==> src/hw/rtl/ip_fragment_reassembly_tracker_assert.svh <==
// Assertion macros used by the reassembly tracker back stage.
`ifndef IP_FRAGMENT_REASSEMBLY_TRACKER_ASSERT_SVH
`define IP_FRAGMENT_REASSEMBLY_TRACKER_ASSERT_SVH

// same-cycle implication, sampled on clk, off during reset
`define FRA_ASSERT_IMPL(name, ante, cons, msg) \
  name: assert property (@(posedge clk) disable iff (!rst_n) (ante) |-> (cons)) \
    else $error(msg);

// next-cycle implication, sampled on clk, off during reset
`define FRA_ASSERT_NEXT(name, ante, cons, msg) \
  name: assert property (@(posedge clk) disable iff (!rst_n) (ante) |=> (cons)) \
    else $error(msg);

`endif

==> src/hw/rtl/fra_fifo.sv <==
// Small flop-based queue used for the tracker's command and result queues.
`timescale 1ns / 1ps
`default_nettype none
module fra_fifo #(
  parameter int WIDTH = 8,
  parameter int DEPTH = 2
) (
  input  wire logic             clk,
  input  wire logic             rst_n,
  input  wire logic             wr,
  input  wire logic [WIDTH-1:0] wdata,
  output      logic             full,
  input  wire logic             rd,
  output      logic [WIDTH-1:0] rdata,
  output      logic             empty
);

  localparam int PW = (DEPTH > 1) ? $clog2(DEPTH) : 1;
  localparam int CNW = $clog2(DEPTH + 1);

  logic [WIDTH-1:0] slot_r [DEPTH];
  logic [PW-1:0]    wp_r, wp_nxt, rp_r, rp_nxt;
  logic [CNW-1:0]   cnt_r, cnt_nxt;
  logic             do_wr, do_rd;

  assign full  = (cnt_r == CNW'(DEPTH));
  assign empty = (cnt_r == '0);
  assign rdata = slot_r[rp_r];
  assign do_wr = wr && !full;
  assign do_rd = rd && !empty;

  always_comb begin
    wp_nxt  = wp_r;
    rp_nxt  = rp_r;
    cnt_nxt = cnt_r;
    if (do_wr) begin
      wp_nxt = (wp_r == PW'(DEPTH - 1)) ? '0 : wp_r + PW'(1);
    end
    if (do_rd) begin
      rp_nxt = (rp_r == PW'(DEPTH - 1)) ? '0 : rp_r + PW'(1);
    end
    if (do_wr && !do_rd) begin
      cnt_nxt = cnt_r + CNW'(1);
    end else if (do_rd && !do_wr) begin
      cnt_nxt = cnt_r - CNW'(1);
    end
  end

  always_ff @(posedge clk) begin
    if (!rst_n) begin
      wp_r  <= '0;
      rp_r  <= '0;
      cnt_r <= '0;
    end else begin
      wp_r  <= wp_nxt;
      rp_r  <= rp_nxt;
      cnt_r <= cnt_nxt;
    end
  end

  always_ff @(posedge clk) begin
    if (do_wr) begin
      slot_r[wp_r] <= wdata;
    end
  end

endmodule
`default_nettype wire

==> config.mk <==
export PLATFORM = sky130hd
export DESIGN_NAME = fra_fifo
export DESIGN_NICKNAME = d
export VERILOG_FILES = /design/src/hw/rtl/ip_fragment_reassembly_tracker_assert.svh /design/src/hw/rtl/fra_fifo.sv
export SDC_FILE = /design/constraint.sdc
export NUM_CORES = 1
export LEC_CHECK = 0
export ABC_AREA = 1
export BUFFER_PORTS_ARGS = -buffer_cell sky130_fd_sc_hd__buf_2
export CAP_MARGIN = 20
export CORE_MARGIN = 3
export CORE_UTILIZATION = 44
export DETAILED_ROUTE_END_ITERATION = 10
export MAX_ROUTING_LAYER = met4
export PLACE_DENSITY = 0.74
export SYNTH_ARGS = -nofsm -noshare
export SYNTH_HDL_FRONTEND = slang
export SYNTH_SLANG_ARGS = --single-unit
==> constraint.sdc <==
create_clock -name clk -period 1.3 [get_ports clk]
set_input_delay 0.26 -clock clk [delete_from_list [all_inputs] [get_ports clk]]
set_output_delay 0.26 -clock clk [all_outputs]
set_load 0.01 [all_outputs]
==> run_results.csv, run 1 <==
group,metric,value,unit
run_status,status,"finished with violations",
run_status,violations,"negative setup slack",
sta,rsz0062_at_grt,"yes",
worst_setup_path,critical_path.max_fanout,8,
synthesis,synth.avg_cell_area,13.1,sq um
synthesis,syn_nets,76,
placement,portBuffers,21,
worst_setup_path,endpoint_kind,"output port",
worst_setup_path,critical_path_class,"register to output port",
final_layout,fin_nets,109,
worst_setup_path,required,1.04,ns
pwr,vdd_drop_max,0.932,mV
synthesis,yosysMostFrequentCell,"edfxtp_1",
sta,relSlewSlack,89.0,%
sta,layout_min_cycle_time,1.47,ns
route,ant_nets,0,
final_layout,fin_area,1170,sq um
global_route,overflow,0,
global_route,antenna_found_initial,0,
sta,hold_viol,0,
synthesis,yosys.area.top_type,"edfxtp_1",
sta,clock.fmax,0.680,GHz
worst_setup_path,r2r_start,"cnt_r[1]",
worst_setup_path,r2r-end,"slot_r[0][4]",
synthesis,synth_edf_count,16,
placement,dp_hpwl,956,um
synthesis,ys_ff_latch,21,
floorplan,fp.dieH,49.3,um
global_route,use_met2,21.9,%
route,dr.pass1.iters,4,
clocking,cts_buffers,3,
final_layout,antenna_cells,0,
synthesis,postSynthCellCount,63,
route,avgRoutedWirePerCell,11.9,um
clocking,cts_tree,"done",
route,drt_iter0_markers,5,
clocking,cts_max_level,1,
clocking,clk_pin_slew,0.11,ns
global_route,grt_use_met1,13.9,%
worst_setup_path,start_kind,"register",
pwr,pwr_density_cell,1840,nW/um^2
synthesis,synth_seq_area_share,70.5,%
min_path,hold_class,"input port to register",
floorplan,start_util,47.2,%
final_layout,area_growth_syn_to_layout,41.9,%
final_layout,layout-drive-gt1-share,57.9,%
global_route,use_met3,3.67,%
job,drv_cap,0,
placement,globalplace.congestion,0.690,
synthesis,synth_ff_type,"edfxtp_1",
worst_setup_path,cp.arrival,1.21,ns
placement,placed_area,998,sq um
global_route,grt_pass1_wl,2250,um
sta,timing.final.ws_setup,-0.171,ns
clocking,cts_root_buf,"clkbuf_4",
synthesis,netlist.area_leader.share,58.4,%
sta,worstMarginPinSlew,0.163,ns
worst_setup_path,reg2reg_setup_slack,0.05,ns
global_route,grt.total_usage,13.3,%
route,drc,0,
route,via_per_inst,4.60,
sta,fin_skew,0.000846,ns
clocking,clock_path_buffers,2,
floorplan,core_region_area,1750,sq um
pwr,p_leak,0.500,nW
synthesis,synth_area_leaders,"edfxtp_1 (58%), dfxtp_1 (12%), mux2_2 (11%)",
floorplan,die_area,2430,sq um
global_route,grt_pass1_vias,521,
route,wl,1430,um
global_route,grt_max_degree,13,
clocking,cts_sinks,21,
synthesis,ys_warn_count,0,
sta,finalSetupViolCount,8,
floorplan,die_x,49.3,um
global_route,grt_busiest_layer,"met2",
worst_setup_path,rr_worst_depth,6,
route,vias,552,
synthesis,synth_common_cells,"edfxtp_1 (16), nor2_1 (10), inv_1 (8), mux2_2 (8), nand2_1 (6)",
floorplan,io_pins,22,
worst_setup_path,endpoint,"rdata[1]",
floorplan,rows,15,
clocking,cts_hold_buf,0,
sta,finalCritPeriodShare,113,%
clocking,clk_latency,0.29,ns
synthesis,netlist_area,823,sq um
synthesis,ys_types,15,
sta,finalMaxSlewViolations,0,
synthesis,async_flop_share,0,%
placement,post-place-ws,-0.0435,ns
worst max-delay path, cell delays in order (launching register included):
cell and delay, ns:
dfxtp_2 0.35, buf_12 0.13, mux2_4 0.31, buf_6 0.12
sequential cells by signal (all words and copies together) (netlist names), named ones only:
name and cells:
cnt_r 2, rp_r 1, slot_r 16, wp_r 1
routing by layer:
layer  wire length, um  vias up
met5                 0        -
met4                17        0
met3                95        2
met2               761       15
met1               556      257
li1                  -      278
power breakdown:
part / leakage [nW] / total [mW] / internal (mW) / switching [mW]
Sequential: 0.192 / 0.939 / 0.870 / 0.0685
Combinational: 0.291 / 0.915 / 0.504 / 0.411
Clock: 0.0177 / 0.298 / 0.114 / 0.184
Total: 0.500 / 2.15 / 1.49 / 0.663
area by class of cell:
cell class / instances / area (sq um)
Inverter: 9 / 33.8
Tap cell: 25 / 31.3
Fill cell: 140 / 577
Multi-Input combinational cell: 32 / 254
Timing Repair Buffer: 29 / 235
Clock inverter: 1 / 5.00
Sequential cell: 21 / 587
Clock buffer: 3 / 22.5
layout by cell type, fill, tap and decap left out, drive strengths merged:
| master | synthesis | final |
|---|---|---|
| nor2 | 11 | 11 |
| nand4 | 1 | 1 |
| buf | 1 | 29 |
| edfxtp | 16 | 16 |
| ha | 1 | 1 |
| dfxtp | 5 | 5 |
| mux2 | 8 | 8 |
| clkbuf | 0 | 3 |
| inv | 9 | 9 |
| nand3 | 1 | 1 |
| nand2 | 6 | 6 |
| a21oi | 1 | 1 |
| clkinv | 0 | 1 |
| o21ai | 3 | 3 |
timing repair:
action,4_1_cts,5_1_grt
cloned,0,0
resized for setup,20,9
pin swaps,6,5
endpoints found under the setup margin,10,10
buffers inserted,3,1
how the worst min path moves through the flow:
stage	from	cells after the start	slack, ns	end
after floorplan	wdata[0]	0	0.36	slot_r[0][0]
after global placement	wdata[1]	1	0.45	slot_r[0][1]
after detailed placement	wdata[4]	1	0.45	slot_r[1][4]
after CTS	wdata[3]	1	0.13	slot_r[1][3]
after global routing	wdata[5]	1	0.13	slot_r[1][5]
final	wdata[4]	1	0.15	slot_r[1][4]
cell families (layout without fill, tap and decap cells):
group,Yosys count,in the layout,synth area share [%]
flip-flops,21,21,70.5
multiplexers,8,8,10.9
AND/OR/NAND/NOR,19,19,9.42
buffers and inverters,10,42,4.71
AO/OA/AOI/OAI,4,4,2.89
adder cells (fa/ha/maj),1,1,1.52
metrics by stage:
stage          power [mW]  util (%)  hold slack [ns]  setup TNS, ns  std cells
6_report             2.15      67.0            0.146          -1.31        120
5_1_grt              2.28      67.0            0.133          -1.80        120
4_1_cts              2.09      64.9            0.130          -1.51        119
3_5_place_dp         1.57      57.2            0.452        -0.0592        112
3_3_place_gp         1.54      57.2            0.447              0        112
2_1_floorplan        1.32         -            0.359              0         63
No activity file was read; power rests on OpenSTA's default activity.
==> run 2, diff against run 1 <==
==> constraint.sdc (replaced) <==
create_clock -name clk -period 1.3 [get_ports clk]
set_input_delay 0.13 -clock clk [delete_from_list [all_inputs] [get_ports clk]]
set_output_delay 0.13 -clock clk [all_outputs]
set_load 0.01 [all_outputs]
==> run 2 against run 1 <==
Against the previous run: the flow still finishes with violations (negative setup slack); clock skew is essentially flat; fmax is 11% higher; count of clock-buffer cells in the layout increased by 1.
==> run_results.csv, run 2 (synthesis results as in run 1) <==
group,metric,value,unit
route,wl_met2,873,um
route,drc,0,
sta,worstMarginPinSlew,0.150,ns
route,drt_iter0_markers,4,
route,dr.pass1.iters,4,
sta,relSlewSlack,89.9,%
sta,fin_skew,0.00113,ns
route,avgRoutedWirePerCell,13.0,um
route,via_per_inst,4.65,
clocking,clk_pin_slew,0.11,ns
floorplan,rows,15,
placement,placed_area,978,sq um
worst_setup_path,start_kind,"register",
clocking,cts_buffers,3,
global_route,antenna_found_initial,0,
run_status,violations,"negative setup slack",
global_route,grt_pass1_wl,2590,um
route,vias,567,
placement,dp_hpwl,1060,um
clocking,cts_max_level,1,
worst_setup_path,cpMaxStageDelayCell,"dfxtp_4",
sta,finalSetupViolCount,8,
sta,hold_viol,0,
floorplan,die_area,2430,sq um
sta,layout_min_cycle_time,1.33,ns
route,top_layer_used,"met4",
placement,portBuffers,21,
final_layout,layout-drive-gt1-share,50.5,%
final_layout,fin_util,67.2,%
sta,timing.final.ws_setup,-0.0289,ns
clocking,cts_tree,"done",
pwr,vdd_drop_max,1.18,mV
sta,clock.fmax,0.753,GHz
run_status,status,"finished with violations",
global_route,grt_max_degree,12,
worst_setup_path,required,1.17,ns
clocking,clk_latency,0.30,ns
job,drv_cap,0,
placement,globalplace.congestion,0.748,
route,wl,1590,um
pwr,p_leak,0.499,nW
worst_setup_path,slowest_delay,0.45,ns
min_path,hold_class,"input port to register",
floorplan,io_pins,22,
global_route,grt.total_usage,15.7,%
route,met1_length,583,um
clocking,clock_path_buffers,2,
final_layout,reg_top3,"slot_r: 16 flops, cnt_r: 2 flops",
worst_setup_path,endpoint_kind,"output port",
worst_setup_path,cp_cell_sequence,"mux2_4, buf_6",
final_layout,antenna_cells,0,
floorplan,fp.dieH,49.3,um
pwr,p_total,2.11,mW
clocking,cts_sinks,21,
floorplan,die_x,49.3,um
pwr,pwr_density_cell,1800,nW/um^2
final_layout,fin_nets,111,
route,ant_nets,0,
worst_setup_path,cp.arrival,1.20,ns
floorplan,core_region_area,1750,sq um
floorplan,start_util,47.2,%
final_layout,fin_area,1170,sq um
worst_setup_path,critical_path.max_fanout,8,
sta,finalCritPeriodShare,102,%
worst_setup_path,reg2reg_setup_slack,0.05,ns
route,met3_length,69,um
clocking,cts_root_buf,"clkbuf_4",
worst_setup_path,critical_path_class,"register to output port",
final_layout,largest_register,"slot_r",
sta,rsz0062_at_grt,"yes",
global_route,grt_pass1_vias,594,
global_route,overflow,0,
final_layout,final_cell_mix,"edfxtp_1 (16), buf_2 (13), nor2_1 (9)",
sta,fin_setup_tns,-0.183,ns
sta,finalMaxSlewViolations,0,
final_layout,layout_commonest_cell,"edfxtp_1",
final_layout,largest_reg_flops,16,
final_layout,area_growth_syn_to_layout,42.4,%
==> run 2: changes by cell type in the layout (fill, tap and decap cells not counted), sizes merged <==
cell,delta
clkbuf,+1
clkinv,-1
dlygate4sd3,+5
buf,-3
==> run 2: critical path, delay by kind of cell (launching register included) <==
family | cells | cell delay, ns
buffers and inverters | 1 | 0.12
muxes | 1 | 0.32
DFF | 1 | 0.45
==> run 2: through the flow <==
stage | cells | hold WS (ns) | setup slack (ns)
after floorplan | 63 | 0.229 | 0.0295
after global routing | 122 | 0.0000140 | -0.0793
after global placement | 111 | 0.317 | 0.0122
after detailed placement | 111 | 0.322 | -0.0827
after CTS | 116 | 0.00187 | -0.0450
final | 122 | 0.0132 | -0.0289
==> run 2: final cells by class <==
cell class	instances	area (sq um)
fillers	140	573
well taps	25	31.3
flip-flops and latches	21	589
multi-input cells	32	249
repair buffers	31	243
clock buffers	4	26.3
inverters	9	33.8
==> run 2: where the power goes <==
part,internal [mW],switching [mW]
registers,0.874,0.0972
logic,0.459,0.379
clock network,0.120,0.184
==> run 2: path summary, 6_finish.rpt <==
check | from | to | depth (start not counted)
max | register | rdata[4] | 2
min | wdata[7] | slot_r[0][7] | 1
max reg2reg | cnt_r[1] | cnt_r[1] | 9
min reg2reg | rp_r | register | 2
==> run 2: layer usage <==
metal | up-vias | GRT usage, %
met4 | 0 | 13.7
met5 | - | -
li1 | 281 | -
met1 | 263 | 14.3
met2 | 19 | 27.2
met3 | 4 | 3.36
==> run 2: timing repair <==
action / 4_1_cts / 5_1_grt
setup buffers: 1 / 1
hold buffers: 0 / 5
resized for setup: 23 / 4
pin swaps: 0 / 3
endpoints found under the hold margin: 0 / 10
setup endpoints to repair: 10 / 10
