File: src/hw/rtl/ip_fragment_reassembly_tracker_assert.svh
// Assertion macros used by the reassembly tracker back stage.
`ifndef IP_FRAGMENT_REASSEMBLY_TRACKER_ASSERT_SVH
`define IP_FRAGMENT_REASSEMBLY_TRACKER_ASSERT_SVH

// same-cycle implication, sampled on clk, off during reset
`define FRA_ASSERT_IMPL(name, ante, cons, msg) \
  name: assert property (@(posedge clk) disable iff (!rst_n) (ante) |-> (cons)) \
    else $error(msg);

// next-cycle implication, sampled on clk, off during reset
`define FRA_ASSERT_NEXT(name, ante, cons, msg) \
  name: assert property (@(posedge clk) disable iff (!rst_n) (ante) |=> (cons)) \
    else $error(msg);

`endif

File: src/hw/rtl/fra_pkg.sv
// Types and constants of the fragment reassembly tracker.
`timescale 1ns / 1ps
`default_nettype none
package fra_pkg;

  localparam logic [3:0] KIND_STORED    = 4'd0;
  localparam logic [3:0] KIND_DELIVERED = 4'd1;
  localparam logic [3:0] KIND_COMPLETE  = 4'd2;
  localparam logic [3:0] KIND_DUPLICATE = 4'd3;
  localparam logic [3:0] KIND_BAD_CSUM  = 4'd4;
  localparam logic [3:0] KIND_NOT_OURS  = 4'd5;
  localparam logic [3:0] KIND_NO_ROOM   = 4'd6;
  localparam logic [3:0] KIND_REMOVED   = 4'd7;
  localparam logic [3:0] KIND_EXPIRED   = 4'd8;

  localparam int MAX_RESULTS  = 17;
  localparam int MAX_REMOVALS = 16;

  localparam logic [1:0] REG_LOCAL_ADDRESS = 2'd0;
  localparam logic [1:0] REG_IGNORE_CSUM   = 2'd1;
  localparam logic [1:0] REG_LIFETIME      = 2'd2;

  localparam int PIECE_W = 34;

  typedef struct packed {
    logic [31:0] local_address;
    logic        ignore_bad_checksum;
    logic [7:0]  lifetime;
  } cfg_t;

  typedef struct packed {
    logic        is_tick;
    logic        drop;
    logic [3:0]  dkind;
    logic [31:0] src;
    logic [31:0] dst;
    logic [15:0] id;
    logic [7:0]  proto;
    logic [15:0] len;
    logic [15:0] off;
    logic        more;
    logic [16:0] fend;
  } cmd_t;

  typedef struct packed {
    logic [3:0]  kind;
    logic [2:0]  ctx;
    logic [15:0] po;
    logic [15:0] pl;
    logic [15:0] tf;
    logic [16:0] dl;
    logic [7:0]  proto;
    logic        last;
  } res_t;

endpackage
`default_nettype wire

File: src/hw/rtl/fra_front.sv
// Front stage: decodes and classifies incoming header items and ticks.
`timescale 1ns / 1ps
`default_nettype none
module fra_front import fra_pkg::*; (
  input  wire logic        command,
  input  wire logic [31:0] source_address,
  input  wire logic [31:0] destination_address,
  input  wire logic [15:0] datagram_id,
  input  wire logic [7:0]  protocol_number,
  input  wire logic [3:0]  header_words,
  input  wire logic [15:0] total_length,
  input  wire logic [15:0] flags_offset,
  input  wire logic        checksum_ok,
  input  wire cfg_t        cfg,
  output      cmd_t        cmd
);

  logic [15:0] hlen;
  logic [15:0] off;
  logic [15:0] len;
  logic [17:0] sum;

  always_comb begin
    hlen = {10'd0, header_words, 2'b00};
    off  = {flags_offset[12:0], 3'b000};
    len  = (total_length > hlen) ? total_length - hlen : 16'd0;
    sum  = {2'b00, off} + {2'b00, len};

    cmd.is_tick = command;
    cmd.src     = source_address;
    cmd.dst     = destination_address;
    cmd.id      = datagram_id;
    cmd.proto   = protocol_number;
    cmd.len     = len;
    cmd.off     = off;
    cmd.more    = flags_offset[13];
    cmd.fend    = (sum > 18'h10000) ? 17'h10000 : sum[16:0];
    cmd.drop    = 1'b0;
    cmd.dkind   = KIND_BAD_CSUM;
    if (!checksum_ok && !cfg.ignore_bad_checksum) begin
      cmd.drop  = 1'b1;
      cmd.dkind = KIND_BAD_CSUM;
    end else if (destination_address != cfg.local_address) begin
      cmd.drop  = 1'b1;
      cmd.dkind = KIND_NOT_OURS;
    end
  end

endmodule
`default_nettype wire

File: config.mk
export PLATFORM = sky130hd
export DESIGN_NAME = fra_front
export DESIGN_NICKNAME = d
export VERILOG_FILES = /design/src/hw/rtl/ip_fragment_reassembly_tracker_assert.svh /design/src/hw/rtl/fra_pkg.sv /design/src/hw/rtl/fra_front.sv
export SDC_FILE = /design/constraint.sdc
export NUM_CORES = 1
export LEC_CHECK = 0
export ABC_AREA = 0
export BUFFER_PORTS_ARGS = -buffer_cell sky130_fd_sc_hd__buf_2
export CAP_MARGIN = 20
export CELL_PAD_IN_SITES_DETAIL_PLACEMENT = 2
export CELL_PAD_IN_SITES_GLOBAL_PLACEMENT = 2
export CORE_ASPECT_RATIO = 1.2
export CORE_MARGIN = 5
export CORE_UTILIZATION = 14
export DETAILED_ROUTE_END_ITERATION = 7
export PLACE_DENSITY = 0.95
export SLEW_MARGIN = 20
export SYNTH_ARGS = -nofsm -noshare
export SYNTH_HDL_FRONTEND = slang
export SYNTH_SLANG_ARGS = --single-unit
File: constraint.sdc
create_clock -name vclk -period 4.8
set_input_delay 0.24 -clock vclk [all_inputs]
set_output_delay 0.24 -clock vclk [all_outputs]
set_load 0.02 [all_outputs]
==> results by group, run 1 <==
Floorplan
  • CORE AREA: 16300 sq um
  • Site row count: 51
  • Horizontal die dimension: 128 um
  • Starting utilization of the core area: 0.143
  • Overall die height: 151 um
  • Ports: 311
  • Die ar.: 19300 sq um

Setup path
  • Kind of start point of the critical path: primary input
  • Element type at the critical path end: output pin
  • Required time of the critical path: 4.56 ns
  • Category of the critical setup timing path: in -> out
  • Arr. time, crit path: 4.12 ns
  • Critical path peak fanout: 17

Synth
  • Netlist area before placement: 2330 sq um
  • Number of warning messages in the yosys log: 0
  • Portion of synthesized cell area occupied by the leading cell type: 0.352
  • Post-synthesis instance total: 324
  • Most numerous cell types in the synthesized netlist: sky130_fd_sc_hd__buf_4, sky130_fd_sc_hd__nor2_1, sky130_fd_sc_hd__xor2_1, sky130_fd_sc_hd__ha_1, sky130_fd_sc_hd__nor4_1
  • Dominant cell type by area after synthesis: sky130_fd_sc_hd__buf_4
  • Synthesized area per cell: 7.18 sq um
  • Sequential area share after synthesis: 0
  • Top-count cell post-synth: sky130_fd_sc_hd__buf_4
  • Cell variety after synth: 38
  • Cell types with the largest area share after synthesis: sky130_fd_sc_hd__buf_4, sky130_fd_sc_hd__xor2_1, sky130_fd_sc_hd__ha_1

Clocking
  • Post-CTS setup-driven buffer insertion count: 0
  • Quantity of hold-fixing buffers added after cts: 0
  • Total of cells resized after clock tree synthesis: 0

Route
  • Count of antenna-violating nets left after detailed routing: 0
  • DRC Markers: 0
  • Via/cell ratio: 3.78
  • Final routed wire length divided by cell count: 16.7 um
  • Number of violations reported at the end of detailed-routing iteration 0: 39
  • Drt pass-1 iters: 2
  • Routed Wire Length: 10200 um
  • Total via count in the routed design: 2307

Timing
  • Final Max Slew Viols: 0
  • Measured slew at the worst slew-check pin: 0.662 ns
  • Final setup fails: 0
  • Highest clock rate: 229 MHz
  • RSZ-0062 raised after global routing: false
  • Final Hold Violating Endpoints: 0
  • Relative slew slack: 0.558
  • Final-layout setup total negative slack: 0 ns
  • Final period demand of the worst path: 4.36 ns
  • Final cycle utilization of the critical path: 0.908

GRT
  • First-pass GRT wire length: 15000 um
  • Number of antenna violations at the first check in global routing: 0
  • Maximum number of pins on one net before global-route repair: 18
  • GRT Total Usage: 0.0973
  • Remaining global-route overflow: 0
  • Vias in the first global route: 2722

Job
  • # Max-Cap Violations: 0

Worst hold path
  • Type of the tightest min-delay check: in -> out
  • Sink of the worst hold path: cmd[107]
  • Hold path cells: 0
  • Launch instance of the worst min-delay path: source_address[1]

Placed design
  • Sum of net half-perimeters after detailed placement: 9450 um
  • RD Place Congestion: 0.858
  • Quantity of I/O buffers inserted on ports: 179

Final layout
  • Layout cell share with drive strength beyond 1: 0.467
  • Final standard cell utilization of the core: 0.165
  • P&R area growth vs syn: 15.3%
  • Total of clock buffers placed in the layout: 0
  • Number of sequential cells: 0
  • Number of antenna diodes: 0
  • Reg area: 0 sq um
  • Layout net count: 586

Pwr
  • Worst supply voltage drop on vdd: 33.4 uV
  • Static Leakage: 0.00136 uW
  • Pwr Density: 170 nW/um^2

Status
  • Status: finished, final reports clean
[kinds of logic after synthesis]
logic type,Yosys count,share of synthesized area
other,2,0.00323
adders and majority gates,19,0.109
and+or+nand+nor,91,0.191
xor gates and xnor gates,52,0.196
buffers and inverters,121,0.375
AOI/OAI and AO/OA,39,0.126
[metrics by stage]
step / total power, uW / worst slack (ns) / instance area (sq um) / hold slack [ns] / cells
floorplan: 382 / 0.682 / 2340 / 0.593 / 328
global placement: 450 / 0.482 / 2680 / 0.480 / 610
detailed placement: 465 / 0.305 / 2680 / 0.480 / 610
CTS: 467 / 0.306 / 2680 / 0.480 / 610
global route: 504 / 0.127 / 2680 / 0.480 / 610
finish: 457 / 0.442 / 2680 / 0.480 / 610
[where the power goes]
group	total (uW)	internal [uW]	switching (uW)	leakage, uW
clock network	0	0	0	0
logic	457	169	288	0.00136
registers	0	0	0	0
total	457	169	288	0.00136
[cell usage in the layout, fill, tap and decap left out, types with 2 or more instances in the layout]
cell / count
sky130_fd_sc_hd__conb_1: 6
sky130_fd_sc_hd__o21ai_0: 9
sky130_fd_sc_hd__buf_2: 179
sky130_fd_sc_hd__nand2_1: 10
sky130_fd_sc_hd__fa_1: 2
sky130_fd_sc_hd__nor4_1: 13
sky130_fd_sc_hd__a21o_1: 2
sky130_fd_sc_hd__xor2_1: 40
sky130_fd_sc_hd__xnor2_1: 12
sky130_fd_sc_hd__nor2_1: 40
sky130_fd_sc_hd__nor4b_1: 3
sky130_fd_sc_hd__nand3_1: 4
sky130_fd_sc_hd__a211oi_1: 2
sky130_fd_sc_hd__nor3b_1: 2
sky130_fd_sc_hd__a21oi_1: 10
sky130_fd_sc_hd__nand4_1: 3
sky130_fd_sc_hd__nor2b_1: 5
sky130_fd_sc_hd__o21a_1: 5
sky130_fd_sc_hd__nor3_1: 6
sky130_fd_sc_hd__nand2b_1: 2
sky130_fd_sc_hd__buf_4: 2
sky130_fd_sc_hd__ha_1: 17
sky130_fd_sc_hd__inv_1: 10
[worst max-delay path by stage]
stage / from / to / slack [ns] / cells past startpoint
3_3_place_gp: header_words[0] / cmd[2] / 0.48 / 15
5_1_grt: total_length[2] / cmd[2] / 0.13 / 16
4_1_cts: total_length[2] / cmd[2] / 0.31 / 16
2_1_floorplan: total_length[2] / cmd[15] / 0.68 / 15
6_report: total_length[2] / cmd[2] / 0.44 / 16
3_5_place_dp: total_length[2] / cmd[2] / 0.31 / 16
[per-layer routing]
metal	track usage	routed length [um]	vias to the layer above
met5	0	0	-
met4	0.0313	342	0
met3	0.0106	447	42
met2	0.183	5420	68
met1	0.114	3960	1083
li1	-	-	1114
[critical path, stage by stage]
cell and delay, ns:
sky130_fd_sc_hd__buf_2 0.10, sky130_fd_sc_hd__inv_1 0.05, sky130_fd_sc_hd__ha_1 0.18, sky130_fd_sc_hd__fa_1 0.23, sky130_fd_sc_hd__o21ai_0 0.11, sky130_fd_sc_hd__a21oi_1 0.55, sky130_fd_sc_hd__o21a_1 0.31, sky130_fd_sc_hd__buf_4 0.21
sky130_fd_sc_hd__nor2_1 0.09, sky130_fd_sc_hd__ha_1 0.39, sky130_fd_sc_hd__a21oi_1 0.14, sky130_fd_sc_hd__o21ai_0 0.44, sky130_fd_sc_hd__o41ai_4 0.14, sky130_fd_sc_hd__o21ai_4 0.50, sky130_fd_sc_hd__and2b_2 0.28, sky130_fd_sc_hd__buf_2 0.15
[cell type report]
type / instances / area, sq um
Fill cell: 1993 / 13600
Inverter: 10 / 37.5
Multi-Input combinational cell: 207 / 1470
Tap cell: 212 / 265
Timing Repair Buffer: 181 / 911
Note: power is estimated with default switching activity, not from simulation.
==> run 2, diff against run 1 <==
--- a/config.mk
+++ b/config.mk
@@ -8,7 +8,7 @@
 export ABC_AREA = 0
 export BUFFER_PORTS_ARGS = -buffer_cell sky130_fd_sc_hd__buf_2
 export CAP_MARGIN = 20
-export CELL_PAD_IN_SITES_DETAIL_PLACEMENT = 2
+export CELL_PAD_IN_SITES_DETAIL_PLACEMENT = 1
 export CELL_PAD_IN_SITES_GLOBAL_PLACEMENT = 2
 export CORE_ASPECT_RATIO = 1.2
 export CORE_MARGIN = 5
==> results by group, run 2 (synthesis results as in run 1) <==
Status
  • Status: finished, final reports clean (unchanged)

Final layout
  • Total of clock buffers placed in the layout: 0 (unchanged)
  • Number of antenna diodes: 0 (unchanged)
  • Layout cell share with drive strength beyond 1: 0.467 (unchanged)
  • Layout net count: 586 (unchanged)
  • Reg area: 0 sq um (unchanged)
  • P&R area growth vs syn: 15.3% (unchanged)
  • Number of inserted filler cells in the final layout: 2052 (was 1993)
  • Most common cell after layout, fill and taps aside: sky130_fd_sc_hd__buf_2 (unchanged)
  • Highest-count cells in the layout ignoring fill and taps: sky130_fd_sc_hd__buf_2, sky130_fd_sc_hd__nor2_1, sky130_fd_sc_hd__xor2_1 (unchanged)
  • Final standard cell utilization of the core: 0.165 (unchanged)
  • Number of sequential cells: 0 (unchanged)

Worst hold path
  • Launch instance of the worst min-delay path: source_address[1] (unchanged)
  • Hold path cells: 0 (unchanged)
  • Sink of the worst hold path: cmd[107] (unchanged)
  • Type of the tightest min-delay check: in -> out (unchanged)

Pwr
  • Combinational cell fraction of total power: 1.000 (about the same)
  • Worst supply voltage drop on vdd: 40.9 uV (was 33.4 uV)
  • Pwr Density: 166 nW/um^2 (was 170 nW/um^2)
  • Switching power: 278 uW (was 288 uW)
  • Switching power share of the total: 0.624 (was 0.631)
  • Flop pwr share: 0 (about the same)
  • Internal power consumption: 168 uW (was 169 uW)
  • Clock Power Share: 0 (about the same)
  • Static Leakage: 0.00136 uW (unchanged)

Clocking
  • Total of cells resized after clock tree synthesis: 0 (unchanged)
  • Post-CTS setup-driven buffer insertion count: 0 (unchanged)
  • Quantity of hold-fixing buffers added after cts: 0 (unchanged)

Timing
  • Relative slew slack: 0.563 (was 0.558)
  • Final-layout setup total negative slack: 0 ns (unchanged)
  • Final setup fails: 0 (unchanged)
  • Final Max Slew Viols: 0 (unchanged)
  • Final period demand of the worst path: 4.22 ns (was 4.36 ns)
  • RSZ-0062 raised after global routing: false (unchanged)
  • Final cycle utilization of the critical path: 0.880 (was 0.908)
  • Highest clock rate: 237 MHz (was 229 MHz)
  • Final Hold Violating Endpoints: 0 (unchanged)
  • Measured slew at the worst slew-check pin: 0.656 ns (was 0.662 ns)

GRT
  • First-pass GRT wire length: 12800 um (was 15000 um)
  • GRT Total Usage: 0.0817 (was 0.0973)
  • Remaining global-route overflow: 0 (unchanged)
  • Vias in the first global route: 2373 (was 2722)
  • Maximum number of pins on one net before global-route repair: 18 (unchanged)
  • Number of antenna violations at the first check in global routing: 0 (unchanged)

Floorplan
  • Horizontal die dimension: 128 um (unchanged)
  • Site row count: 51 (unchanged)
  • Ports: 311 (unchanged)
  • CORE AREA: 16300 sq um (unchanged)
  • Overall die height: 151 um (unchanged)
  • Die ar.: 19300 sq um (unchanged)
  • Starting utilization of the core area: 0.143 (unchanged)

Route
  • Drt pass-1 iters: 4 (was 2)
  • Via/cell ratio: 3.73 (was 3.78)
  • Count of antenna-violating nets left after detailed routing: 0 (unchanged)
  • DRC Markers: 0 (unchanged)
  • M1 WL: 3800 um (was 3960 um)
  • Final routed wire length divided by cell count: 14.4 um (was 16.7 um)
  • Number of violations reported at the end of detailed-routing iteration 0: 46 (was 39)
  • Wire length on met3: 442 um (was 447 um)
  • Routed met2 length: 4340 um (was 5420 um)
  • Routed Wire Length: 8780 um (was 10200 um)
  • Total via count in the routed design: 2274 (was 2307)
  • Top Layer Used: met4 (unchanged)

Setup path
  • Required time of the critical path: 4.56 ns (about the same)
  • Category of the critical setup timing path: in -> out (unchanged)
  • Arr. time, crit path: 3.98 ns (was 4.12 ns)
  • Element type at the critical path end: output pin (unchanged)
  • Critical path peak fanout: 17 (unchanged)
  • Kind of start point of the critical path: primary input (unchanged)

Placed design
  • Quantity of I/O buffers inserted on ports: 179 (unchanged)
  • RD Place Congestion: 0.858 (unchanged)
  • Sum of net half-perimeters after detailed placement: 8140 um (was 9450 um)

Job
  • # Max-Cap Violations: 0 (unchanged)
[run 2: cell counts in the layout (fill, tap and decap cells not counted)]
No cell type changed its count.
[run 2: how the worst max path moves through the flow]
stage                                from       to  slack (ns)
after floorplan           total_length[2]  cmd[15]        0.68
after detailed placement  total_length[2]   cmd[2]        0.44
after global placement    header_words[0]   cmd[2]        0.48
after global routing      total_length[2]   cmd[2]        0.17
after CTS                 total_length[2]   cmd[2]        0.44
final                     total_length[2]   cmd[2]        0.58
[run 2: per-layer routing]
layer  up-vias  GRT usage
met1      1057      0.110
li1       1119          -
met4         0     0.0202
met3        36     0.0102
met2        62      0.138
met5         -          0
[run 2: final cells by class]
class / count / area (sq um) / share of cell area
Inverter: 10 / 37.5 / 0.0140
Tap cell: 212 / 265 / 0.0988
Multi-Input combinational cell: 207 / 1470 / 0.548
Timing Repair Buffer: 181 / 911 / 0.339
[run 2: critical path, cell delays in order]
cell	delay, ns
sky130_fd_sc_hd__buf_2	0.10
sky130_fd_sc_hd__inv_1	0.05
sky130_fd_sc_hd__ha_1	0.18
sky130_fd_sc_hd__fa_1	0.22
sky130_fd_sc_hd__o21ai_0	0.10
sky130_fd_sc_hd__a21oi_1	0.55
sky130_fd_sc_hd__o21a_1	0.30
sky130_fd_sc_hd__buf_4	0.22
sky130_fd_sc_hd__nor2_1	0.10
sky130_fd_sc_hd__ha_1	0.37
sky130_fd_sc_hd__a21oi_1	0.13
sky130_fd_sc_hd__o21ai_0	0.38
sky130_fd_sc_hd__o41ai_4	0.13
sky130_fd_sc_hd__o21ai_4	0.48
sky130_fd_sc_hd__and2b_2	0.28
sky130_fd_sc_hd__buf_2	0.15
[run 2: power groups by stage]
| stage | Clock (uW) | Combinational (uW) | Sequential, uW |
|---|---|---|---|
| 6_report | 0 | 446 | 0 |
| 5_1_grt | 0 | 495 | 0 |
| 4_1_cts | 0 | 457 | 0 |
| 3_5_place_dp | 0 | 455 | 0 |
| 3_3_place_gp | 0 | 450 | 0 |
| 2_1_floorplan | 0 | 382 | 0 |
[run 2: metrics by stage]
stage | hold slack (ns) | total power (uW) | instances | worst slack (ns) | cell area [sq um]
finish | 0.480 | 446 | 610 | 0.575 | 2680
global route | 0.480 | 495 | 610 | 0.172 | 2680
CTS | 0.480 | 457 | 610 | 0.439 | 2680
detailed placement | 0.480 | 455 | 610 | 0.441 | 2680
global placement | 0.480 | 450 | 610 | 0.482 | 2680
floorplan | 0.593 | 382 | 328 | 0.682 | 2340
==> run 3, diff against run 2 <==
--- a/config.mk
+++ b/config.mk
@@ -10,8 +10,8 @@
 export CAP_MARGIN = 20
 export CELL_PAD_IN_SITES_DETAIL_PLACEMENT = 1
 export CELL_PAD_IN_SITES_GLOBAL_PLACEMENT = 2
-export CORE_ASPECT_RATIO = 1.2
-export CORE_MARGIN = 5
+export CORE_ASPECT_RATIO = 0.5
+export CORE_MARGIN = 2
 export CORE_UTILIZATION = 14
 export DETAILED_ROUTE_END_ITERATION = 7
 export PLACE_DENSITY = 0.95
==> results by group, run 3 (synthesis results as in run 1) <==
Final layout
  • Most common cell after layout, fill and taps aside: sky130_fd_sc_hd__buf_2 (unchanged)
  • Layout cell share with drive strength beyond 1: 0.469 (was 0.467)
  • Reg area: 0 sq um (unchanged)
  • Layout net count: 587 (was 586)
  • Total of clock buffers placed in the layout: 0 (unchanged)
  • P&R area growth vs syn: 16.5% (was 15.3%)
  • Highest-count cells in the layout ignoring fill and taps: sky130_fd_sc_hd__buf_2, sky130_fd_sc_hd__nor2_1, sky130_fd_sc_hd__xor2_1 (unchanged)
  • Number of antenna diodes: 0 (unchanged)
  • Number of sequential cells: 0 (unchanged)

Pwr
  • Static Leakage: 0.00137 uW (was 0.00136 uW)
  • Pwr Density: 167 nW/um^2 (was 166 nW/um^2)
  • Worst supply voltage drop on vdd: 33.2 uV (was 40.9 uV)

Clocking
  • Total of cells resized after clock tree synthesis: 0 (unchanged)
  • Post-CTS setup-driven buffer insertion count: 0 (unchanged)
  • Quantity of hold-fixing buffers added after cts: 0 (unchanged)

Status
  • Status: finished, final reports clean (unchanged)

Job
  • # Max-Cap Violations: 0 (unchanged)

Setup path
  • Required time of the critical path: 4.56 ns (about the same)
  • Critical path peak fanout: 17 (unchanged)
  • Cells traversed along the worst timing path: buf_2 > ha_1 > fa_1 > o21ai_0 > a21oi_1 > buf_4 > o21a_1 > buf_4 > nor2_1 > ha_1 > a21oi_1 > o21ai_0 > o41ai_4 > o21ai_4 > nor2b_1 > buf_2 (was buf_2 > inv_1 > ha_1 > fa_1 > o21ai_0 > a21oi_1 > o21a_1 > buf_4 > nor2_1 > ha_1 > a21oi_1 > o21ai_0 > o41ai_4 > o21ai_4 > and2b_2 > buf_2)
  • Maximum cell stage delay along the critical path: 0.41 ns (was 0.55 ns)
  • Buffers and inverters on the worst path: 4 (unchanged)
  • Category of the critical setup timing path: in -> out (unchanged)
  • Element type at the critical path end: output pin (unchanged)
  • Crit-path slowest cell: sky130_fd_sc_hd__fa_1 (was sky130_fd_sc_hd__a21oi_1)
  • Arr. time, crit path: 3.98 ns (about the same)
  • Kind of start point of the critical path: primary input (unchanged)
  • Top cell family by delay on the critical path: compound AO/OA/AOI/OAI gates (unchanged)

Route
  • Number of violations reported at the end of detailed-routing iteration 0: 114 (was 46)
  • Drt pass-1 iters: 4 (unchanged)
  • Total via count in the routed design: 2262 (was 2274)
  • Count of antenna-violating nets left after detailed routing: 0 (unchanged)
  • DRC Markers: 0 (unchanged)
  • Routed Wire Length: 8970 um (was 8780 um)
  • Via/cell ratio: 3.61 (was 3.73)
  • Final routed wire length divided by cell count: 14.3 um (was 14.4 um)

Placed design
  • Sum of net half-perimeters after detailed placement: 8250 um (was 8140 um)
  • Post-placement worst setup slack: 0.608 ns (was 0.441 ns)
  • RD Place Congestion: 0.979 (was 0.858)
  • Quantity of I/O buffers inserted on ports: 179 (unchanged)

Timing
  • Final Max Slew Viols: 0 (unchanged)
  • Relative slew slack: 0.505 (was 0.563)
  • Highest clock rate: 237 MHz (about the same)
  • RSZ-0062 raised after global routing: false (unchanged)
  • Final-layout setup total negative slack: 0 ns (unchanged)
  • Final cycle utilization of the critical path: 0.880 (about the same)
  • Final Hold Violating Endpoints: 0 (unchanged)
  • Measured slew at the worst slew-check pin: 0.735 ns (was 0.656 ns)
  • Final setup fails: 0 (unchanged)
  • Final period demand of the worst path: 4.22 ns (about the same)
  • Minimum setup slack in the final design: 0.577 ns (was 0.575 ns)

GRT
  • Vias in the first global route: 2355 (was 2373)
  • GRT Total Usage: 0.0948 (was 0.0817)
  • Remaining global-route overflow: 0 (unchanged)
  • Number of antenna violations at the first check in global routing: 0 (unchanged)
  • Maximum number of pins on one net before global-route repair: 18 (unchanged)
  • First-pass GRT wire length: 13400 um (was 12800 um)

Floorplan
  • Overall die height: 95.2 um (was 151 um)
  • Horizontal die dimension: 186 um (was 128 um)
  • Starting utilization of the core area: 0.143 (about the same)
  • Die ar.: 17700 sq um (was 19300 sq um)
  • Site row count: 33 (was 51)
  • Ports: 311 (unchanged)
  • CORE AREA: 16300 sq um (about the same)

Worst hold path
  • Type of the tightest min-delay check: in -> out (unchanged)
[run 3: changes by cell type in the layout (fill, tap and decap cells not counted)]
cell                    before  now
sky130_fd_sc_hd__buf_4       2    3
[run 3: routing by layer]
metal  vias to the layer above  track usage  part of all wire  wire length (um)
met4                         0      0.00933            0.0083                74
met2                        42        0.170              0.49              4390
li1                       1120            -                 -                 -
met1                      1096        0.128              0.45              4000
met3                         4      0.00957             0.057               507
met5                         -            0                 0                 0
[run 3: cell type report]
cell class	instances	area (sq um)
inverter	10	37.5
tap	227	284
timing repair buffer	182	918
fill	2065	13600
multi-input combinational	207	1470
[run 3: stage by stage]
step	utilization	cells	hold WS, ns	cell area [sq um]	power (uW)
CTS	0.166	626	0.480	2710	457
global placement	0.166	626	0.480	2710	446
detailed placement	0.166	626	0.480	2710	456
global route	0.166	626	0.480	2710	497
finish	0.166	626	0.480	2710	452
floorplan	-	328	0.593	2340	382
[run 3: where the power goes]
part | switching [uW] | internal [uW]
registers | 0 | 0
logic | 283 | 170
clock network | 0 | 0
total | 283 | 170
[run 3: worst paths after layout]
path  cells past startpoint              start  slack, ns       end
min                       0  source_address[0]       0.48  cmd[106]
max                      16    header_words[0]       0.58    cmd[0]
